==> src/rtl/pmes_pkg.sv <==
// ----------------------------------------------------------------------------
// pmes_pkg
// Shared types and constants of the point-mass Euler step core.
// ----------------------------------------------------------------------------
package pmes_pkg;

	// configuration register map
	localparam int unsigned REG_COUNT = 5;
	localparam int unsigned REG_IDX_W = 3;

	localparam logic [REG_IDX_W-1:0] REG_USE_GRAVITY    = 3'd0;
	localparam logic [REG_IDX_W-1:0] REG_GRAVITY_Y      = 3'd1;
	localparam logic [REG_IDX_W-1:0] REG_INVERSE_MASS   = 3'd2;
	localparam logic [REG_IDX_W-1:0] REG_MAX_FALL_SPEED = 3'd3;
	localparam logic [REG_IDX_W-1:0] REG_FRICTION_SCALE = 3'd4;

	// integer parts of the reset values
	localparam int unsigned GRAVITY_MAG  = 2943;
	localparam int unsigned MAX_FALL_MAG = 1000;

	// datapath operations, one product each
	typedef enum logic [3:0] {
		OP_AX,
		OP_AY,
		OP_AZ,
		OP_VX,
		OP_VY,
		OP_VZ,
		OP_FA,
		OP_FS,
		OP_PX,
		OP_PY,
		OP_PZ
	} op_t;

	typedef struct packed {
		logic load;
		logic start;
		logic wb;
		logic fin;
		op_t  op;
	} dp_cmd_t;

	typedef struct packed {
		logic mul_done;
		logic fric_en;
		logic out_free;
	} dp_status_t;

endpackage

==> src/rtl/pmes_if.sv <==
// ----------------------------------------------------------------------------
// pmes_if
// Item channels of the point-mass Euler step core: frame in, result out.
// ----------------------------------------------------------------------------
interface pmes_frame_if #(
	parameter int WORD_WIDTH = 32,
	parameter int FRAC_BITS  = 16
);
	logic                         valid;
	logic                         ready;
	logic signed [WORD_WIDTH-1:0] force_x;
	logic signed [WORD_WIDTH-1:0] force_y;
	logic signed [WORD_WIDTH-1:0] force_z;
	logic                         on_ground;
	logic        [FRAC_BITS-1:0]  frame_time;
	logic signed [WORD_WIDTH-1:0] pos_x_in;
	logic signed [WORD_WIDTH-1:0] pos_y_in;
	logic signed [WORD_WIDTH-1:0] pos_z_in;

	modport source (
		output valid, force_x, force_y, force_z, on_ground, frame_time,
		       pos_x_in, pos_y_in, pos_z_in,
		input  ready
	);
	modport sink (
		input  valid, force_x, force_y, force_z, on_ground, frame_time,
		       pos_x_in, pos_y_in, pos_z_in,
		output ready
	);
endinterface

interface pmes_result_if #(
	parameter int WORD_WIDTH = 32
);
	logic                         valid;
	logic                         ready;
	logic signed [WORD_WIDTH-1:0] pos_x_out;
	logic signed [WORD_WIDTH-1:0] pos_y_out;
	logic signed [WORD_WIDTH-1:0] pos_z_out;
	logic signed [WORD_WIDTH-1:0] vel_x_out;
	logic signed [WORD_WIDTH-1:0] vel_y_out;
	logic signed [WORD_WIDTH-1:0] vel_z_out;

	modport source (
		output valid, pos_x_out, pos_y_out, pos_z_out, vel_x_out, vel_y_out, vel_z_out,
		input  ready
	);
	modport sink (
		input  valid, pos_x_out, pos_y_out, pos_z_out, vel_x_out, vel_y_out, vel_z_out,
		output ready
	);
endinterface

==> src/rtl/pmes_cfg.sv <==
// ----------------------------------------------------------------------------
// pmes_cfg
// APB-style configuration registers.
// ----------------------------------------------------------------------------
module pmes_cfg #(
	parameter int WORD_WIDTH = 32,
	parameter int FRAC_BITS  = 16,
	parameter int DATA_W     = 32,
	parameter int ADDR_W     = 5
) (
	input  logic                         clk,
	input  logic                         arst_n,
	input  logic                         psel,
	input  logic                         penable,
	input  logic                         pwrite,
	input  logic        [ADDR_W-1:0]     paddr,
	input  logic        [DATA_W-1:0]     pwdata,
	output logic        [DATA_W-1:0]     prdata,
	output logic                         pready,
	output logic                         use_gravity,
	output logic signed [WORD_WIDTH-1:0] gravity_y,
	output logic        [WORD_WIDTH-1:0] inverse_mass,
	output logic        [WORD_WIDTH-2:0] max_fall_speed,
	output logic        [WORD_WIDTH-2:0] friction_scale
);

	localparam int ALIGN = ADDR_W - pmes_pkg::REG_IDX_W;

	localparam logic [WORD_WIDTH-1:0] GRAV_MAG =
		WORD_WIDTH'(64'(pmes_pkg::GRAVITY_MAG) << FRAC_BITS);
	localparam logic [WORD_WIDTH-1:0] INV_RST  = WORD_WIDTH'(64'(1) << FRAC_BITS);
	localparam logic [WORD_WIDTH-2:0] MAXF_RST =
		(WORD_WIDTH-1)'(64'(pmes_pkg::MAX_FALL_MAG) << FRAC_BITS);

	logic                         use_gravity_q;
	logic        [WORD_WIDTH-1:0] gravity_y_q;
	logic        [WORD_WIDTH-1:0] inverse_mass_q;
	logic        [WORD_WIDTH-2:0] max_fall_speed_q;
	logic        [WORD_WIDTH-2:0] friction_scale_q;
	logic [pmes_pkg::REG_IDX_W-1:0] idx;
	logic                           wr;

	assign idx    = paddr[ADDR_W-1:ALIGN];
	assign wr     = psel & penable & pwrite;
	assign pready = 1'b1;

	always_ff @(posedge clk or negedge arst_n) begin
		if (!arst_n) begin
			use_gravity_q    <= 1'b1;
			gravity_y_q      <= WORD_WIDTH'(0) - GRAV_MAG;
			inverse_mass_q   <= INV_RST;
			max_fall_speed_q <= MAXF_RST;
			friction_scale_q <= '0;
		end else if (wr) begin
			case (idx)
				pmes_pkg::REG_USE_GRAVITY:    use_gravity_q    <= pwdata[0];
				pmes_pkg::REG_GRAVITY_Y:      gravity_y_q      <= pwdata[WORD_WIDTH-1:0];
				pmes_pkg::REG_INVERSE_MASS:   inverse_mass_q   <= pwdata[WORD_WIDTH-1:0];
				pmes_pkg::REG_MAX_FALL_SPEED: max_fall_speed_q <= pwdata[WORD_WIDTH-2:0];
				pmes_pkg::REG_FRICTION_SCALE: friction_scale_q <= pwdata[WORD_WIDTH-2:0];
				default: ;
			endcase
		end
	end

	always_comb begin
		prdata = '0;
		case (idx)
			pmes_pkg::REG_USE_GRAVITY:    prdata = DATA_W'(use_gravity_q);
			pmes_pkg::REG_GRAVITY_Y:      prdata = DATA_W'(gravity_y_q);
			pmes_pkg::REG_INVERSE_MASS:   prdata = DATA_W'(inverse_mass_q);
			pmes_pkg::REG_MAX_FALL_SPEED: prdata = DATA_W'(max_fall_speed_q);
			pmes_pkg::REG_FRICTION_SCALE: prdata = DATA_W'(friction_scale_q);
			default:                      prdata = '0;
		endcase
	end

	assign use_gravity    = use_gravity_q;
	assign gravity_y      = $signed(gravity_y_q);
	assign inverse_mass   = inverse_mass_q;
	assign max_fall_speed = max_fall_speed_q;
	assign friction_scale = friction_scale_q;

endmodule

==> src/rtl/pmes_mul.sv <==
// ----------------------------------------------------------------------------
// pmes_mul
// Shared multiplier: signed word times unsigned word, one digit of the
// unsigned operand per cycle, most significant digit first.
// ----------------------------------------------------------------------------
module pmes_mul #(
	parameter int WORD_WIDTH = 32
) (
	input  logic                           clk,
	input  logic                           arst_n,
	input  logic                           start,
	input  logic signed [WORD_WIDTH-1:0]   a,
	input  logic        [WORD_WIDTH-1:0]   b,
	output logic                           done,
	output logic signed [2*WORD_WIDTH-1:0] prod
);

	localparam int ND    = (WORD_WIDTH + 31) / 32;
	localparam int DIG_W = (WORD_WIDTH + ND - 1) / ND;
	localparam int BW    = ND * DIG_W;
	localparam int AW    = WORD_WIDTH + BW;
	localparam int PT_W  = WORD_WIDTH + DIG_W + 1;
	localparam int CW    = $clog2(ND + 1);

	logic signed [WORD_WIDTH-1:0] a_q;
	logic        [BW-1:0]         b_q;
	logic signed [AW-1:0]         acc_q;
	logic        [CW-1:0]         cnt_q;
	logic                         done_q;

	logic        [BW-1:0]         b_pad;
	logic signed [WORD_WIDTH-1:0] a_sel;
	logic        [DIG_W-1:0]      dig;
	logic signed [PT_W-1:0]       partial;
	logic signed [AW-1:0]         acc_base;
	logic signed [AW-1:0]         acc_next;

	assign b_pad = BW'(b);

	always_comb begin
		a_sel    = start ? a : a_q;
		dig      = start ? b_pad[BW-1 -: DIG_W] : b_q[BW-1 -: DIG_W];
		partial  = a_sel * $signed({1'b0, dig});
		acc_base = start ? AW'(0) : (acc_q <<< DIG_W);
		acc_next = acc_base + AW'(partial);
	end

	always_ff @(posedge clk) begin
		if (start) begin
			a_q   <= a;
			b_q   <= b_pad << DIG_W;
			acc_q <= acc_next;
		end else if (cnt_q != '0) begin
			b_q   <= b_q << DIG_W;
			acc_q <= acc_next;
		end
	end

	always_ff @(posedge clk or negedge arst_n) begin
		if (!arst_n) begin
			cnt_q  <= '0;
			done_q <= 1'b0;
		end else if (start) begin
			cnt_q  <= CW'(ND - 1);
			done_q <= (ND == 1);
		end else if (cnt_q != '0) begin
			cnt_q  <= cnt_q - CW'(1);
			done_q <= (cnt_q == CW'(1));
		end else begin
			done_q <= 1'b0;
		end
	end

	assign done = done_q;
	assign prod = acc_q[2*WORD_WIDTH-1:0];

endmodule

==> src/rtl/pmes_dp.sv <==
// ----------------------------------------------------------------------------
// pmes_dp
// Datapath: operand selection, shared multiplier, saturating write-back,
// velocity state and result registers.
// ----------------------------------------------------------------------------
module pmes_dp #(
	parameter int WORD_WIDTH = 32,
	parameter int FRAC_BITS  = 16
) (
	input  logic                         clk,
	input  logic                         arst_n,
	input  pmes_pkg::dp_cmd_t            cmd,
	output pmes_pkg::dp_status_t         status,
	input  logic                         use_gravity,
	input  logic signed [WORD_WIDTH-1:0] gravity_y,
	input  logic        [WORD_WIDTH-1:0] inverse_mass,
	input  logic        [WORD_WIDTH-2:0] max_fall_speed,
	input  logic        [WORD_WIDTH-2:0] friction_scale,
	input  logic signed [WORD_WIDTH-1:0] force_x,
	input  logic signed [WORD_WIDTH-1:0] force_y,
	input  logic signed [WORD_WIDTH-1:0] force_z,
	input  logic                         on_ground,
	input  logic        [FRAC_BITS-1:0]  frame_time,
	input  logic signed [WORD_WIDTH-1:0] pos_x_in,
	input  logic signed [WORD_WIDTH-1:0] pos_y_in,
	input  logic signed [WORD_WIDTH-1:0] pos_z_in,
	input  logic                         result_ready,
	output logic                         result_valid,
	output logic signed [WORD_WIDTH-1:0] pos_x_out,
	output logic signed [WORD_WIDTH-1:0] pos_y_out,
	output logic signed [WORD_WIDTH-1:0] pos_z_out,
	output logic signed [WORD_WIDTH-1:0] vel_x_out,
	output logic signed [WORD_WIDTH-1:0] vel_y_out,
	output logic signed [WORD_WIDTH-1:0] vel_z_out
);

	localparam int W = WORD_WIDTH;
	localparam int F = FRAC_BITS;
	localparam logic signed [W-1:0] MAXV = {1'b0, {(W-1){1'b1}}};
	localparam logic signed [W-1:0] MINV = {1'b1, {(W-1){1'b0}}};

	function automatic logic signed [W-1:0] sat_add(logic signed [W-1:0] x,
		logic signed [W-1:0] y);
		logic signed [W:0] s;
		s = {x[W-1], x} + {y[W-1], y};
		if (s[W] != s[W-1])
			return s[W] ? MINV : MAXV;
		return s[W-1:0];
	endfunction

	function automatic logic [W-1:0] mag(logic signed [W-1:0] x);
		return x[W-1] ? W'(0) - x : x;
	endfunction

	// accel holds the force until its own product is written back;
	// lane x then holds the friction acceleration for the velocity step
	logic signed [W-1:0] acc_q [3];
	logic signed [W-1:0] pos_q [3];
	logic signed [W-1:0] vel_q [3];
	logic signed [W-1:0] pos_out_q [3];
	logic signed [W-1:0] vel_out_q [3];
	logic        [F-1:0] dt_q;
	logic                ground_q;
	logic                zero_force_q;
	logic                out_valid_q;

	logic signed [W-1:0]   mul_a;
	logic        [W-1:0]   mul_b;
	logic                  mul_done;
	logic signed [2*W-1:0] prod;
	logic        [W-F:0]   prod_top;
	logic signed [W-1:0]   q;
	logic signed [W-1:0]   fric_force;
	logic signed [W-1:0]   ay_wb;
	logic signed [W-1:0]   vy_sum;
	logic signed [W-1:0]   vy_wb;
	logic signed [W-1:0]   vx_fs;
	logic signed [W-1:0]   max_fall;

	pmes_mul #(
		.WORD_WIDTH (W)
	) u_mul (
		.clk    (clk),
		.arst_n (arst_n),
		.start  (cmd.start),
		.a      (mul_a),
		.b      (mul_b),
		.done   (mul_done),
		.prod   (prod)
	);

	// product >> F, floor, saturated
	assign prod_top = prod[2*W-1:F+W-1];
	always_comb begin
		if (&prod_top || ~|prod_top)
			q = prod[F+W-1:F];
		else
			q = prod[2*W-1] ? MINV : MAXV;
	end

	assign max_fall   = $signed({1'b0, max_fall_speed});
	assign fric_force = (!vel_q[0][W-1] && vel_q[0] != '0) ?
		-$signed({1'b0, friction_scale}) : $signed({1'b0, friction_scale});

	always_comb begin
		mul_a = acc_q[0];
		mul_b = inverse_mass;
		case (cmd.op)
			pmes_pkg::OP_AX: begin mul_a = acc_q[0];   mul_b = inverse_mass; end
			pmes_pkg::OP_AY: begin mul_a = acc_q[1];   mul_b = inverse_mass; end
			pmes_pkg::OP_AZ: begin mul_a = acc_q[2];   mul_b = inverse_mass; end
			pmes_pkg::OP_VX: begin mul_a = acc_q[0];   mul_b = W'(dt_q); end
			pmes_pkg::OP_VY: begin mul_a = acc_q[1];   mul_b = W'(dt_q); end
			pmes_pkg::OP_VZ: begin mul_a = acc_q[2];   mul_b = W'(dt_q); end
			pmes_pkg::OP_FA: begin mul_a = fric_force; mul_b = inverse_mass; end
			pmes_pkg::OP_FS: begin mul_a = acc_q[0];   mul_b = W'(dt_q); end
			pmes_pkg::OP_PX: begin mul_a = vel_q[0];   mul_b = W'(dt_q); end
			pmes_pkg::OP_PY: begin mul_a = vel_q[1];   mul_b = W'(dt_q); end
			pmes_pkg::OP_PZ: begin mul_a = vel_q[2];   mul_b = W'(dt_q); end
			default: begin mul_a = acc_q[0]; mul_b = inverse_mass; end
		endcase
	end

	always_comb begin
		if (!use_gravity)
			ay_wb = q;
		else if (ground_q)
			ay_wb = '0;
		else
			ay_wb = sat_add(q, gravity_y);

		vy_sum = sat_add(vel_q[1], q);
		if (!ground_q && mag(vy_sum) > W'(max_fall_speed))
			vy_wb = vy_sum[W-1] ? -max_fall : max_fall;
		else
			vy_wb = vy_sum;

		// friction stops at zero rather than reversing
		if (mag(vel_q[0]) < mag(q))
			vx_fs = '0;
		else
			vx_fs = sat_add(vel_q[0], q);
	end

	always_ff @(posedge clk) begin
		if (cmd.load) begin
			acc_q[0]     <= force_x;
			acc_q[1]     <= force_y;
			acc_q[2]     <= force_z;
			pos_q[0]     <= pos_x_in;
			pos_q[1]     <= pos_y_in;
			pos_q[2]     <= pos_z_in;
			dt_q         <= frame_time;
			ground_q     <= on_ground;
			zero_force_q <= (force_x == '0) && (force_y == '0) && (force_z == '0);
		end else if (cmd.wb) begin
			case (cmd.op)
				pmes_pkg::OP_AX: acc_q[0] <= q;
				pmes_pkg::OP_AY: acc_q[1] <= ay_wb;
				pmes_pkg::OP_AZ: acc_q[2] <= q;
				pmes_pkg::OP_FA: acc_q[0] <= q;
				pmes_pkg::OP_PX: pos_q[0] <= sat_add(pos_q[0], q);
				pmes_pkg::OP_PY: pos_q[1] <= sat_add(pos_q[1], q);
				pmes_pkg::OP_PZ: pos_q[2] <= sat_add(pos_q[2], q);
				default: ;
			endcase
		end
		if (cmd.fin) begin
			pos_out_q <= pos_q;
			vel_out_q <= vel_q;
		end
	end

	always_ff @(posedge clk or negedge arst_n) begin
		if (!arst_n) begin
			vel_q[0]    <= '0;
			vel_q[1]    <= '0;
			vel_q[2]    <= '0;
			out_valid_q <= 1'b0;
		end else begin
			if (cmd.wb) begin
				case (cmd.op)
					pmes_pkg::OP_VX: vel_q[0] <= sat_add(vel_q[0], q);
					pmes_pkg::OP_VY: vel_q[1] <= vy_wb;
					pmes_pkg::OP_VZ: vel_q[2] <= sat_add(vel_q[2], q);
					pmes_pkg::OP_FS: vel_q[0] <= vx_fs;
					default: ;
				endcase
			end
			if (cmd.fin)
				out_valid_q <= 1'b1;
			else if (result_ready)
				out_valid_q <= 1'b0;
		end
	end

	assign status.mul_done = mul_done;
	assign status.fric_en  = zero_force_q & ground_q & (vel_q[0] != '0);
	assign status.out_free = !out_valid_q || result_ready;

	assign result_valid = out_valid_q;
	assign pos_x_out    = pos_out_q[0];
	assign pos_y_out    = pos_out_q[1];
	assign pos_z_out    = pos_out_q[2];
	assign vel_x_out    = vel_out_q[0];
	assign vel_y_out    = vel_out_q[1];
	assign vel_z_out    = vel_out_q[2];

endmodule

==> src/rtl/pmes_ctrl.sv <==
// ----------------------------------------------------------------------------
// pmes_ctrl
// Controller: steps the datapath through the products of one item.
// ----------------------------------------------------------------------------
module pmes_ctrl (
	input  logic                 clk,
	input  logic                 arst_n,
	input  logic                 in_valid,
	output logic                 in_ready,
	input  pmes_pkg::dp_status_t status,
	output pmes_pkg::dp_cmd_t    cmd
);

	typedef enum logic [1:0] {
		S_IDLE,
		S_ISSUE,
		S_WAIT,
		S_FIN
	} state_t;

	state_t           state_q;
	pmes_pkg::op_t    op_q;

	always_ff @(posedge clk or negedge arst_n) begin
		if (!arst_n) begin
			state_q <= S_IDLE;
			op_q    <= pmes_pkg::OP_AX;
		end else begin
			case (state_q)
				S_IDLE: begin
					if (in_valid) begin
						state_q <= S_ISSUE;
						op_q    <= pmes_pkg::OP_AX;
					end
				end
				S_ISSUE: state_q <= S_WAIT;
				S_WAIT: begin
					if (status.mul_done) begin
						state_q <= (op_q < pmes_pkg::OP_PZ) ? S_ISSUE : S_FIN;
						case (op_q)
							pmes_pkg::OP_AX: op_q <= pmes_pkg::OP_AY;
							pmes_pkg::OP_AY: op_q <= pmes_pkg::OP_AZ;
							pmes_pkg::OP_AZ: op_q <= pmes_pkg::OP_VX;
							pmes_pkg::OP_VX: op_q <= pmes_pkg::OP_VY;
							pmes_pkg::OP_VY: op_q <= pmes_pkg::OP_VZ;
							pmes_pkg::OP_VZ: op_q <= status.fric_en ? pmes_pkg::OP_FA
							                                        : pmes_pkg::OP_PX;
							pmes_pkg::OP_FA: op_q <= pmes_pkg::OP_FS;
							pmes_pkg::OP_FS: op_q <= pmes_pkg::OP_PX;
							pmes_pkg::OP_PX: op_q <= pmes_pkg::OP_PY;
							pmes_pkg::OP_PY: op_q <= pmes_pkg::OP_PZ;
							pmes_pkg::OP_PZ: op_q <= pmes_pkg::OP_AX;
							default:         op_q <= pmes_pkg::OP_AX;
						endcase
					end
				end
				S_FIN: begin
					if (status.out_free)
						state_q <= S_IDLE;
				end
				default: state_q <= S_IDLE;
			endcase
		end
	end

	assign in_ready  = (state_q == S_IDLE);
	assign cmd.load  = (state_q == S_IDLE) & in_valid;
	assign cmd.start = (state_q == S_ISSUE);
	assign cmd.wb    = (state_q == S_WAIT) & status.mul_done;
	assign cmd.fin   = (state_q == S_FIN) & status.out_free;
	assign cmd.op    = op_q;

endmodule

==> src/rtl/point_mass_euler_step_core.sv <==
// ----------------------------------------------------------------------------
// point_mass_euler_step_core
// Semi-implicit Euler step of a point mass with gravity, fall-speed clamp
// and ground friction, saturating signed fixed point.
// ----------------------------------------------------------------------------
// One frame item is taken, then the products of the step run one after the
// other on a single shared multiplier: force times inverse mass on three
// axes, acceleration times frame time, the two friction products when the
// body is grounded with no force and moving in x, and velocity times frame
// time: nine products, or eleven when friction applies. The next item is
// taken as soon as the result is in the output register, which holds it
// until it is taken. Velocity is kept between items and resets to zero.
// ----------------------------------------------------------------------------
module point_mass_euler_step_core #(
	parameter int WORD_WIDTH = 32,
	parameter int FRAC_BITS  = 16,
	localparam int DATA_W    = (WORD_WIDTH > 32) ? 64 : 32,
	localparam int ADDR_W    = pmes_pkg::REG_IDX_W + ((WORD_WIDTH > 32) ? 3 : 2)
) (
	input  logic                clk,
	input  logic                arst_n,
	input  logic                psel,
	input  logic                penable,
	input  logic                pwrite,
	input  logic [ADDR_W-1:0]   paddr,
	input  logic [DATA_W-1:0]   pwdata,
	output logic [DATA_W-1:0]   prdata,
	output logic                pready,
	pmes_frame_if.sink          frame,
	pmes_result_if.source       result
);

	logic                         use_gravity;
	logic signed [WORD_WIDTH-1:0] gravity_y;
	logic        [WORD_WIDTH-1:0] inverse_mass;
	logic        [WORD_WIDTH-2:0] max_fall_speed;
	logic        [WORD_WIDTH-2:0] friction_scale;
	pmes_pkg::dp_cmd_t            cmd;
	pmes_pkg::dp_status_t         status;

	pmes_cfg #(
		.WORD_WIDTH (WORD_WIDTH),
		.FRAC_BITS  (FRAC_BITS),
		.DATA_W     (DATA_W),
		.ADDR_W     (ADDR_W)
	) u_cfg (
		.clk            (clk),
		.arst_n         (arst_n),
		.psel           (psel),
		.penable        (penable),
		.pwrite         (pwrite),
		.paddr          (paddr),
		.pwdata         (pwdata),
		.prdata         (prdata),
		.pready         (pready),
		.use_gravity    (use_gravity),
		.gravity_y      (gravity_y),
		.inverse_mass   (inverse_mass),
		.max_fall_speed (max_fall_speed),
		.friction_scale (friction_scale)
	);

	pmes_ctrl u_ctrl (
		.clk      (clk),
		.arst_n   (arst_n),
		.in_valid (frame.valid),
		.in_ready (frame.ready),
		.status   (status),
		.cmd      (cmd)
	);

	pmes_dp #(
		.WORD_WIDTH (WORD_WIDTH),
		.FRAC_BITS  (FRAC_BITS)
	) u_dp (
		.clk            (clk),
		.arst_n         (arst_n),
		.cmd            (cmd),
		.status         (status),
		.use_gravity    (use_gravity),
		.gravity_y      (gravity_y),
		.inverse_mass   (inverse_mass),
		.max_fall_speed (max_fall_speed),
		.friction_scale (friction_scale),
		.force_x        (frame.force_x),
		.force_y        (frame.force_y),
		.force_z        (frame.force_z),
		.on_ground      (frame.on_ground),
		.frame_time     (frame.frame_time),
		.pos_x_in       (frame.pos_x_in),
		.pos_y_in       (frame.pos_y_in),
		.pos_z_in       (frame.pos_z_in),
		.result_ready   (result.ready),
		.result_valid   (result.valid),
		.pos_x_out      (result.pos_x_out),
		.pos_y_out      (result.pos_y_out),
		.pos_z_out      (result.pos_z_out),
		.vel_x_out      (result.vel_x_out),
		.vel_y_out      (result.vel_y_out),
		.vel_z_out      (result.vel_z_out)
	);

endmodule

==> src/flat_wrapper.sv <==
// flat-port wrapper written by rule: the top's interface ports become plain ports
module point_mass_euler_step_core_flat 
#(
	parameter int WORD_WIDTH = 32,
	parameter int FRAC_BITS  = 16,
	localparam int DATA_W    = (WORD_WIDTH > 32) ? 64 : 32,
	localparam int ADDR_W    = pmes_pkg::REG_IDX_W + ((WORD_WIDTH > 32) ? 3 : 2)
)
  (clk, arst_n, psel, penable, pwrite, paddr, pwdata, prdata, pready, frame_valid, frame_force_x, frame_force_y, frame_force_z, frame_on_ground, frame_frame_time, frame_pos_x_in, frame_pos_y_in, frame_pos_z_in, frame_ready, result_valid, result_pos_x_out, result_pos_y_out, result_pos_z_out, result_vel_x_out, result_vel_y_out, result_vel_z_out, result_ready);
  pmes_frame_if #(.WORD_WIDTH(WORD_WIDTH), .FRAC_BITS(FRAC_BITS)) frame_i ();
  pmes_result_if #(.WORD_WIDTH(WORD_WIDTH)) result_i ();
  input  logic clk;
  input  logic arst_n;
  input  logic psel;
  input  logic penable;
  input  logic pwrite;
  input  logic [ADDR_W-1:0] paddr;
  input  logic [DATA_W-1:0] pwdata;
  output logic [DATA_W-1:0] prdata;
  output logic pready;
  input wire logic [$bits(frame_i.valid)-1:0] frame_valid;
  input wire logic [$bits(frame_i.force_x)-1:0] frame_force_x;
  input wire logic [$bits(frame_i.force_y)-1:0] frame_force_y;
  input wire logic [$bits(frame_i.force_z)-1:0] frame_force_z;
  input wire logic [$bits(frame_i.on_ground)-1:0] frame_on_ground;
  input wire logic [$bits(frame_i.frame_time)-1:0] frame_frame_time;
  input wire logic [$bits(frame_i.pos_x_in)-1:0] frame_pos_x_in;
  input wire logic [$bits(frame_i.pos_y_in)-1:0] frame_pos_y_in;
  input wire logic [$bits(frame_i.pos_z_in)-1:0] frame_pos_z_in;
  output wire logic [$bits(frame_i.ready)-1:0] frame_ready;
  output wire logic [$bits(result_i.valid)-1:0] result_valid;
  output wire logic [$bits(result_i.pos_x_out)-1:0] result_pos_x_out;
  output wire logic [$bits(result_i.pos_y_out)-1:0] result_pos_y_out;
  output wire logic [$bits(result_i.pos_z_out)-1:0] result_pos_z_out;
  output wire logic [$bits(result_i.vel_x_out)-1:0] result_vel_x_out;
  output wire logic [$bits(result_i.vel_y_out)-1:0] result_vel_y_out;
  output wire logic [$bits(result_i.vel_z_out)-1:0] result_vel_z_out;
  input wire logic [$bits(result_i.ready)-1:0] result_ready;
  assign frame_i.valid = frame_valid;
  assign frame_i.force_x = frame_force_x;
  assign frame_i.force_y = frame_force_y;
  assign frame_i.force_z = frame_force_z;
  assign frame_i.on_ground = frame_on_ground;
  assign frame_i.frame_time = frame_frame_time;
  assign frame_i.pos_x_in = frame_pos_x_in;
  assign frame_i.pos_y_in = frame_pos_y_in;
  assign frame_i.pos_z_in = frame_pos_z_in;
  assign frame_ready = frame_i.ready;
  assign result_valid = result_i.valid;
  assign result_pos_x_out = result_i.pos_x_out;
  assign result_pos_y_out = result_i.pos_y_out;
  assign result_pos_z_out = result_i.pos_z_out;
  assign result_vel_x_out = result_i.vel_x_out;
  assign result_vel_y_out = result_i.vel_y_out;
  assign result_vel_z_out = result_i.vel_z_out;
  assign result_i.ready = result_ready;
  point_mass_euler_step_core #(.WORD_WIDTH(WORD_WIDTH), .FRAC_BITS(FRAC_BITS)) u_core (.clk(clk), .arst_n(arst_n), .psel(psel), .penable(penable), .pwrite(pwrite), .paddr(paddr), .pwdata(pwdata), .prdata(prdata), .pready(pready), .frame(frame_i), .result(result_i));
endmodule
==> config.mk <==
export PLATFORM = sky130hd
export DESIGN_NAME = point_mass_euler_step_core_flat
export DESIGN_NICKNAME = d
export VERILOG_FILES = /design/src/rtl/pmes_pkg.sv /design/src/rtl/pmes_if.sv /design/src/rtl/pmes_cfg.sv /design/src/rtl/pmes_mul.sv /design/src/rtl/pmes_dp.sv /design/src/rtl/pmes_ctrl.sv /design/src/rtl/point_mass_euler_step_core.sv /design/src/flat_wrapper.sv
export SDC_FILE = /design/constraint.sdc
export NUM_CORES = 2
export LEC_CHECK = 0
export BUFFER_PORTS_ARGS = -buffer_cell sky130_fd_sc_hd__clkbuf_2
export CAP_MARGIN = 20
export CORE_AREA = 2 2 546 494
export CTS_BUF_LIST = sky130_fd_sc_hd__clkbuf_8
export CTS_CLUSTER_DIAMETER = 150
export DETAILED_ROUTE_END_ITERATION = 6
export DIE_AREA = 0 0 548 496
export SLEW_MARGIN = 20
export SYNTH_ARGS = -nofsm -noshare
export SYNTH_HDL_FRONTEND = slang
export SYNTH_HIERARCHICAL = 1
export SYNTH_SLANG_ARGS = --single-unit
==> constraint.sdc <==
create_clock -name clk -period 11.9 [get_ports clk]
set_input_delay 1.785 -clock clk [delete_from_list [all_inputs] [get_ports clk]]
set_output_delay 1.785 -clock clk [all_outputs]
set_load 0.005 [all_outputs]
# --- After elaboration in Yosys (flattened, before gate mapping) ---
# Memories as Yosys holds them, arrays and structs flattened.
# Cells that the tools add are included.
op_classes:
  shifts: 0
  n_lt_le_gt_ge: 3
  multipliers: 1
  reduce_logical: 43
  n_bitwise: 11
  div: 0
  n_mux: 108
  eq_ne: 27
  n_addsub: 14
op_table:
  columns: ["operator", "count"]
  rows:
  - ["two-way mux 32 bit", 43]
  - ["adder 32 x 32 -> 33 bit", 7]
  - ["two-way mux 64 bit", 3]
  - ["two-way mux 96 bit", 2]
  - ["one-hot mux 32 bit (6 select lines)", 1]
  - ["one-hot mux 32 bit (5 select lines)", 1]
  - ["zero test 32 bit", 3]
  - ["subtractor 1 x 32 -> 32 bit, first input constant", 3]
  - ["adder 64 bit", 1]
  - ["multiplier 32 x 33 -> 64 bit", 1]
  - ["negation 31 -> 32 bit", 2]
  - ["one-hot mux 32 bit (2 select lines)", 1]
  - ["two-way mux 1 bit", 47]
  - ["one-hot mux 4 bit (10 select lines)", 1]
  - ["greater-than comparator 32 x 31 -> 1 bit", 1]
  - ["less-than comparator 32 bit", 1]
  - ["nonzero test 32 bit", 1]
  - ["AND reduction 2 bit", 11]
  - ["AND reduction 17 bit", 1]
  - ["OR reduction 17 bit", 1]
  - ["equality test 4 x 3 -> 1 bit, second input constant", 4]
  - ["nonzero test 2 bit", 8]
  - ["equality test 4 bit, second input constant", 3]
  - ["two-way mux 4 bit", 3]
  - ["other kinds (25)", 57]
totals:
  output_inout_bits: 227
  latchBits: 0
  rom_bits: 0
  ramBits: 96
  memories: 1
  input_bits: 253
  register_bits: 634
  wordCells: 235
mem_list:
  columns: ["memory", "words", "word_bits", "rd", "rd_clocked_by_memory_dff", "write_ports", "line_no", "text"]
  rows:
  - ["u_core.u_dp.acc_q", 3, 32, 3, 0, 3, "pmes_dp.sv:57", "logic signed [W-1:0] acc_q [3];"]

# --- Depth between registers and ports, before layout ---
logic_depth:
  word_depth: 14
  ltp_mapped: 48
  ltp_nobuf: 41

# --- Cells and area by module ---
# The synthesis kept the hierarchy.
modules_own_cells:
  columns: ["module", "n_inst", "seq_area_each_um2", "cells_each", "area_per_inst_um2"]
  rows:
  - ["pmes_mul", 1, 1966.9, 4027, 36857.8]
  - ["pmes_dp", 1, 14498.9, 3977, 36832.8]
  - ["pmes_cfg", 1, 3196.8, 365, 5521.5]
  - ["pmes_ctrl", 1, 150.1, 41, 342.8]

# --- Worst setup path after synthesis ---
# No wires, ideal clock.
synth_path:
  path_type: "register to register"
  startpoint: "reg u_core/u_dp/vel_q[66] (netlist bit)"
  endpoint: "reg u_core.u_dp.u_mul.acc_q[57] (netlist: u_core/u_dp/u_mul/prod[57]), data pin"
  path_stages_with_launch: 39
  setup_time_ns: 0.190
  arrival_ns: 10.370
  path_slack_ns: 1.340
  required_time_ns: 11.710
  path_buffers: 3
  path_cell_list: "dfrtp_1 or4_1 or3_1 or4_1 or4_1 nand2b_1 nor4_1 and3_1 a21oi_1 clkbuf_1 o31ai_1 xnor2_1 nand2_1 a21oi_1 clkbuf_1 and3_1 fa_1 fa_1 [3 not listed] inv_1 fa_1 fa_1 fa_1 inv_1 fa_1 inv_1 ha_1 buf_6 a21o_1 a211oi_2 o21ai_1 a22oi_2 a211oi_2 or3_1 a221o_2 mux2i_1 a2111oi_2"
synth_via:
  elab_chain_cells: 9
synth_lines:
  columns: ["item", "line_no", "text"]
  rows:
  - ["start: declaration", "pmes_dp.sv:59", "logic signed [W-1:0] vel_q [3];"]
  - ["nonzero test 32 bit *", "pmes_dp.sv:102", "assign fric_force = (!vel_q[0][W-1] && vel_q[0] != '0) ?"]
  - ["logical AND 1 bit *", "pmes_dp.sv:102", null]
  - ["two-way mux 32 bit *", "pmes_dp.sv:102", null]
  - ["one-hot mux 32 bit (6 select lines) *", "pmes_dp.sv:108", "case (cmd.op)"]
  - ["via u_core.u_dp.mul_a[3]", "pmes_dp.sv:67", "logic signed [W-1:0] mul_a;"]
  - ["two-way mux 32 bit *", "pmes_mul.sv:41", "a_sel = start ? a : a_q;"]
  - ["multiplier 32 x 33 -> 64 bit *", "pmes_mul.sv:43", "partial = a_sel * $signed({1'b0, dig});"]
  - ["adder 64 bit *", "pmes_mul.sv:45", "acc_next = acc_base + AW'(partial);"]
  - ["via u_core.u_dp.u_mul.acc_next[57]", "pmes_mul.sv:36", "logic signed [AW-1:0] acc_next;"]
  - ["two-way mux 64 bit", "pmes_mul.sv:53", "end else if (cnt_q != '0) begin"]
  - ["two-way mux 64 bit *", "pmes_mul.sv:49", "if (start) begin"]
  - ["end signal: assignment", "pmes_mul.sv:52", "acc_q <= acc_next;"]
  - ["end signal: assignment", "pmes_mul.sv:55", "acc_q <= acc_next;"]
  - ["end: declaration", "pmes_mul.sv:27", "logic signed [AW-1:0] acc_q;"]
# Mark *: on every way through the listed nets, which the timed path passes. The rest lies on a longest branch. The select of a mux whose other input is x is not followed.
# A chain may end at the register's enable or synchronous reset.

# --- Worst setup path after layout ---
# Same ends and word-level chain as after synthesis.

==> impl_metrics.csv <==
group,metric,value,unit
run_status,status,"completed",
yosys,yosys.area.top_type,"fa_1",
worst_setup_path,worstSetupStartpointType,"register",
cts,cts_max_level,4,
worst_setup_path,cp_slowest_cell,"or4_1",
worst_setup_path,r2r-start,"u_core/u_dp/vel_q[66]",
route,ant_nets,0,
global_route,track_usage,0.245,
cts,path_clk_slew,60,ps
final_layout,nNetsFinal,10587,
global_route,grt_pass1_vias,67716,
final_layout,drive_gt1_frac,0.142,
yosys,synth_edf_count,466,
yosys,yosysUniqueCellTypes,109,
cts,cts.sinks,698,
yosys,ys_ff_latch,698,
yosys,synth_seq_area_share,0.249,
yosys,yosysWarningCount,6,
min_path,min_from,"u_core/u_dp/pos_q[66]",
cts,cts_buffers,137,
place,io_buffer_count,476,
timing,setup_violations,0,
run,drv_cap,0,
global_route,grt_pass1_wl,483,mm
place,dp_cells,12225,
place,place_hpwl,268,mm
yosys,synth_top_area_share,0.235,
timing,fmax,85.8,MHz
route,dr_total_vias,68873,
yosys,synth_common_cells,"inv_1, fa_1, nand2_1, ha_1, and3_1",
cts,clk_latency,920,ps
global_route,grt_overflow,0,
die,core,0.266,sq mm
timing,final-max-slew-violation-count,0,
min_path,worstHoldPathCells,0,
cts,cts_root_buf,"clkbuf_8",
min_path,worstHoldPathType,"register to register",
yosys,syn_area_per_cell,9.46,sq um
timing,period_minus_slack,11660,ps
global_route,antenna_found_initial,91,
cts,ctsHoldBuffers,0,
worst_setup_path,critPathKind,"register to register",
worst_setup_path,end_kind,"register",
timing,skew,80.8,ps
yosys,synthCells,8410,
final_layout,syn2layout_area_growth,13.6,%
worst_setup_path,cp_common_cell,"fa_1",
yosys,syn-num-nets,10171,
min_path,hold_end,"u_core/u_dp/pos_x_out[2]",
cts,cts_tree,"yes",
yosys,synth_most_common_cell,"inv_1",
worst_setup_path,crit_required,12570,ps
cts,cts_buffer_depth,3,
yosys,synth_area,0.0796,sq mm
worst_setup_path,r2r-end,"u_core/u_dp/u_mul/prod[57]",
die,die-area,0.272,sq mm
worst_setup_path,slowest_delay,600,ps
final_layout,fin_cells,12535,
worst_setup_path,cp_num_buf_inv,6,
die,num_io_pins,480,
worst_setup_path,cp_top_family,"adder cells",
die,die_w,548,um
route,drc,0,
route,drt-vias-per-instance,5.49,
route,drt_iter0_markers,9364,
worst_setup_path,reg2reg_setup_slack,240,ps
worst_setup_path,cp.arrival,12330,ps
route,finalWirelength,343,mm
die,initial_core_util,0.299,
timing,hold_violations,0,
timing,tightest_slew,1470,ps
worst_setup_path,path_max_fanout,16,
worst_setup_path,reg2reg_depth,37,
die,num_rows,180,
yosys,synthArstFlopShare,0.331,
timing,post-route-period-util,0.980,
yosys,ys.flop_type,"edfxtp_1",
timing,slew_headroom,0.0155,
route,firstDrtPassIters,6,
global_route,grt_max_degree,138,
route,wl_per_cell,27.3,um
yosys,synthTopCellsByArea,"fa_1, edfxtp_1, ha_1",
die,die_y,496,um
place,place.gp.congestion,1.05,
timing,holdWs,452,ps
[worst register-to-register path, delay by kind of cell (launching register included)]
family / cells / cell delay (ps)
adder cells (fa/ha/maj): 9 / 4120
AND/OR/NAND/NOR: 10 / 3600
AO/OA/AOI/OAI: 10 / 2320
buffers and inverters: 6 / 680
flip-flops: 1 / 370
XOR/XNOR: 1 / 240
multiplexers: 1 / 140
[state kept, by name (all words and copies together), names as in the netlist, 64 cells and up]
register and flops:
u_core/u_dp/vel_q 96, u_core/u_dp/u_mul/prod 64, u_core/u_dp/acc_q 96, u_core/u_dp/pos_q 96
[logic make-up (layout without fill, tap and decap cells)]
family / after synthesis / count (layout) / share of synthesized area
buffers and inverters: 1580 / 2108 / 0.0761
XOR/XNOR: 387 / 387 / 0.0426
other: 1 / 49 / 0.0000471
AO/OA/AOI/OAI: 1628 / 1628 / 0.131
adder cells (fa/ha/maj): 1516 / 1516 / 0.326
flip-flops: 698 / 698 / 0.249
multiplexers: 201 / 201 / 0.0279
AND/OR/NAND/NOR: 2399 / 2399 / 0.147
[layout make-up]
cell class	instances	area, sq um
diodes	48	120
clock buffers	147	2020
clock inverters	104	830
fillers	27135	176000
inverters	1106	4160
multi-input cells	6132	54100
flip-flops and latches	698	19800
well taps	3549	4440
repair buffers	751	4880
[timing repair]
| action | 4_1_cts | 5_1_grt |
|---|---|---|
| gates resized for setup | 1 | 36 |
| buffers inserted | 0 | 7 |
| endpoints found under the setup margin | 1 | 62 |
| gates cloned | 0 | 3 |
| pin swaps | 0 | 4 |
[placed cells by master, fill, tap and decap left out, types with 35 or more instances in the layout]
| master | instances |
|---|---|
| inv_1 | 1137 |
| fa_1 | 932 |
| nand2_1 | 897 |
| ha_1 | 569 |
| and3_1 | 529 |
| clkbuf_2 | 475 |
| edfxtp_1 | 466 |
| a21oi_1 | 457 |
| nor2_1 | 404 |
| o21ai_0 | 379 |
| xnor2_1 | 268 |
| buf_4 | 242 |
| dfrtp_1 | 216 |
| mux2_2 | 159 |
| clkbuf_8 | 147 |
| a21o_1 | 147 |
| xor2_1 | 119 |
| nand3_1 | 74 |
| a221o_1 | 72 |
| nor2b_1 | 68 |
| and2_1 | 65 |
| nor3_1 | 62 |
| nand4_1 | 59 |
| nand2b_1 | 53 |
| nor4_1 | 50 |
| diode_2 | 48 |
| o21bai_1 | 48 |
| o21a_1 | 47 |
| o31ai_1 | 47 |
| a22oi_1 | 46 |
| a31oi_1 | 44 |
| o211ai_1 | 35 |
[per-layer routing]
layer | vias up | global-route usage | wire (um) | part of all wire
li1 | 29378 | - | - | -
met1 | 34776 | 0.331 | 139000 | 0.41
met2 | 4015 | 0.350 | 141000 | 0.41
met3 | 672 | 0.0766 | 42300 | 0.12
met4 | 32 | 0.129 | 19800 | 0.058
met5 | - | 0 | 212 | 0.00062
[through the flow]
| step | instance area [sq um] | utilization | TNS [ps] | setup WS [ps] |
|---|---|---|---|---|
| after floorplan | 79600 | - | 0 | 1340 |
| after global placement | 87100 | 0.327 | 0 | 165 |
| after detailed placement | 87100 | 0.327 | 0 | 21.6 |
| after CTS | 89900 | 0.338 | 0 | 72.4 |
| after global routing | 90300 | 0.340 | -60.2 | -46.5 |
| final | 90400 | 0.340 | 0 | 241 |
[worst max-delay path by stage]
stage | from | to | slack [ps] | cells after the start
after floorplan | u_core/u_dp/vel_q[66] | u_core/u_dp/u_mul/prod[57] | 1340 | 38
after global placement | u_core/u_dp/vel_q[66] | u_core/u_dp/u_mul/prod[63] | 170 | 36
after detailed placement | u_core/u_dp/vel_q[66] | u_core/u_dp/u_mul/prod[63] | 20 | 36
after CTS | u_core/u_dp/vel_q[66] | u_core/u_dp/u_mul/prod[63] | 70 | 36
after global routing | u_core/u_dp/vel_q[66] | u_core/u_dp/u_mul/prod[57] | -50 | 36
final | u_core/u_dp/vel_q[66] | u_core/u_dp/u_mul/prod[57] | 240 | 37
Power is not shown: default switching activity piles up to over one toggle a cycle in this logic, so the estimate is an artifact.
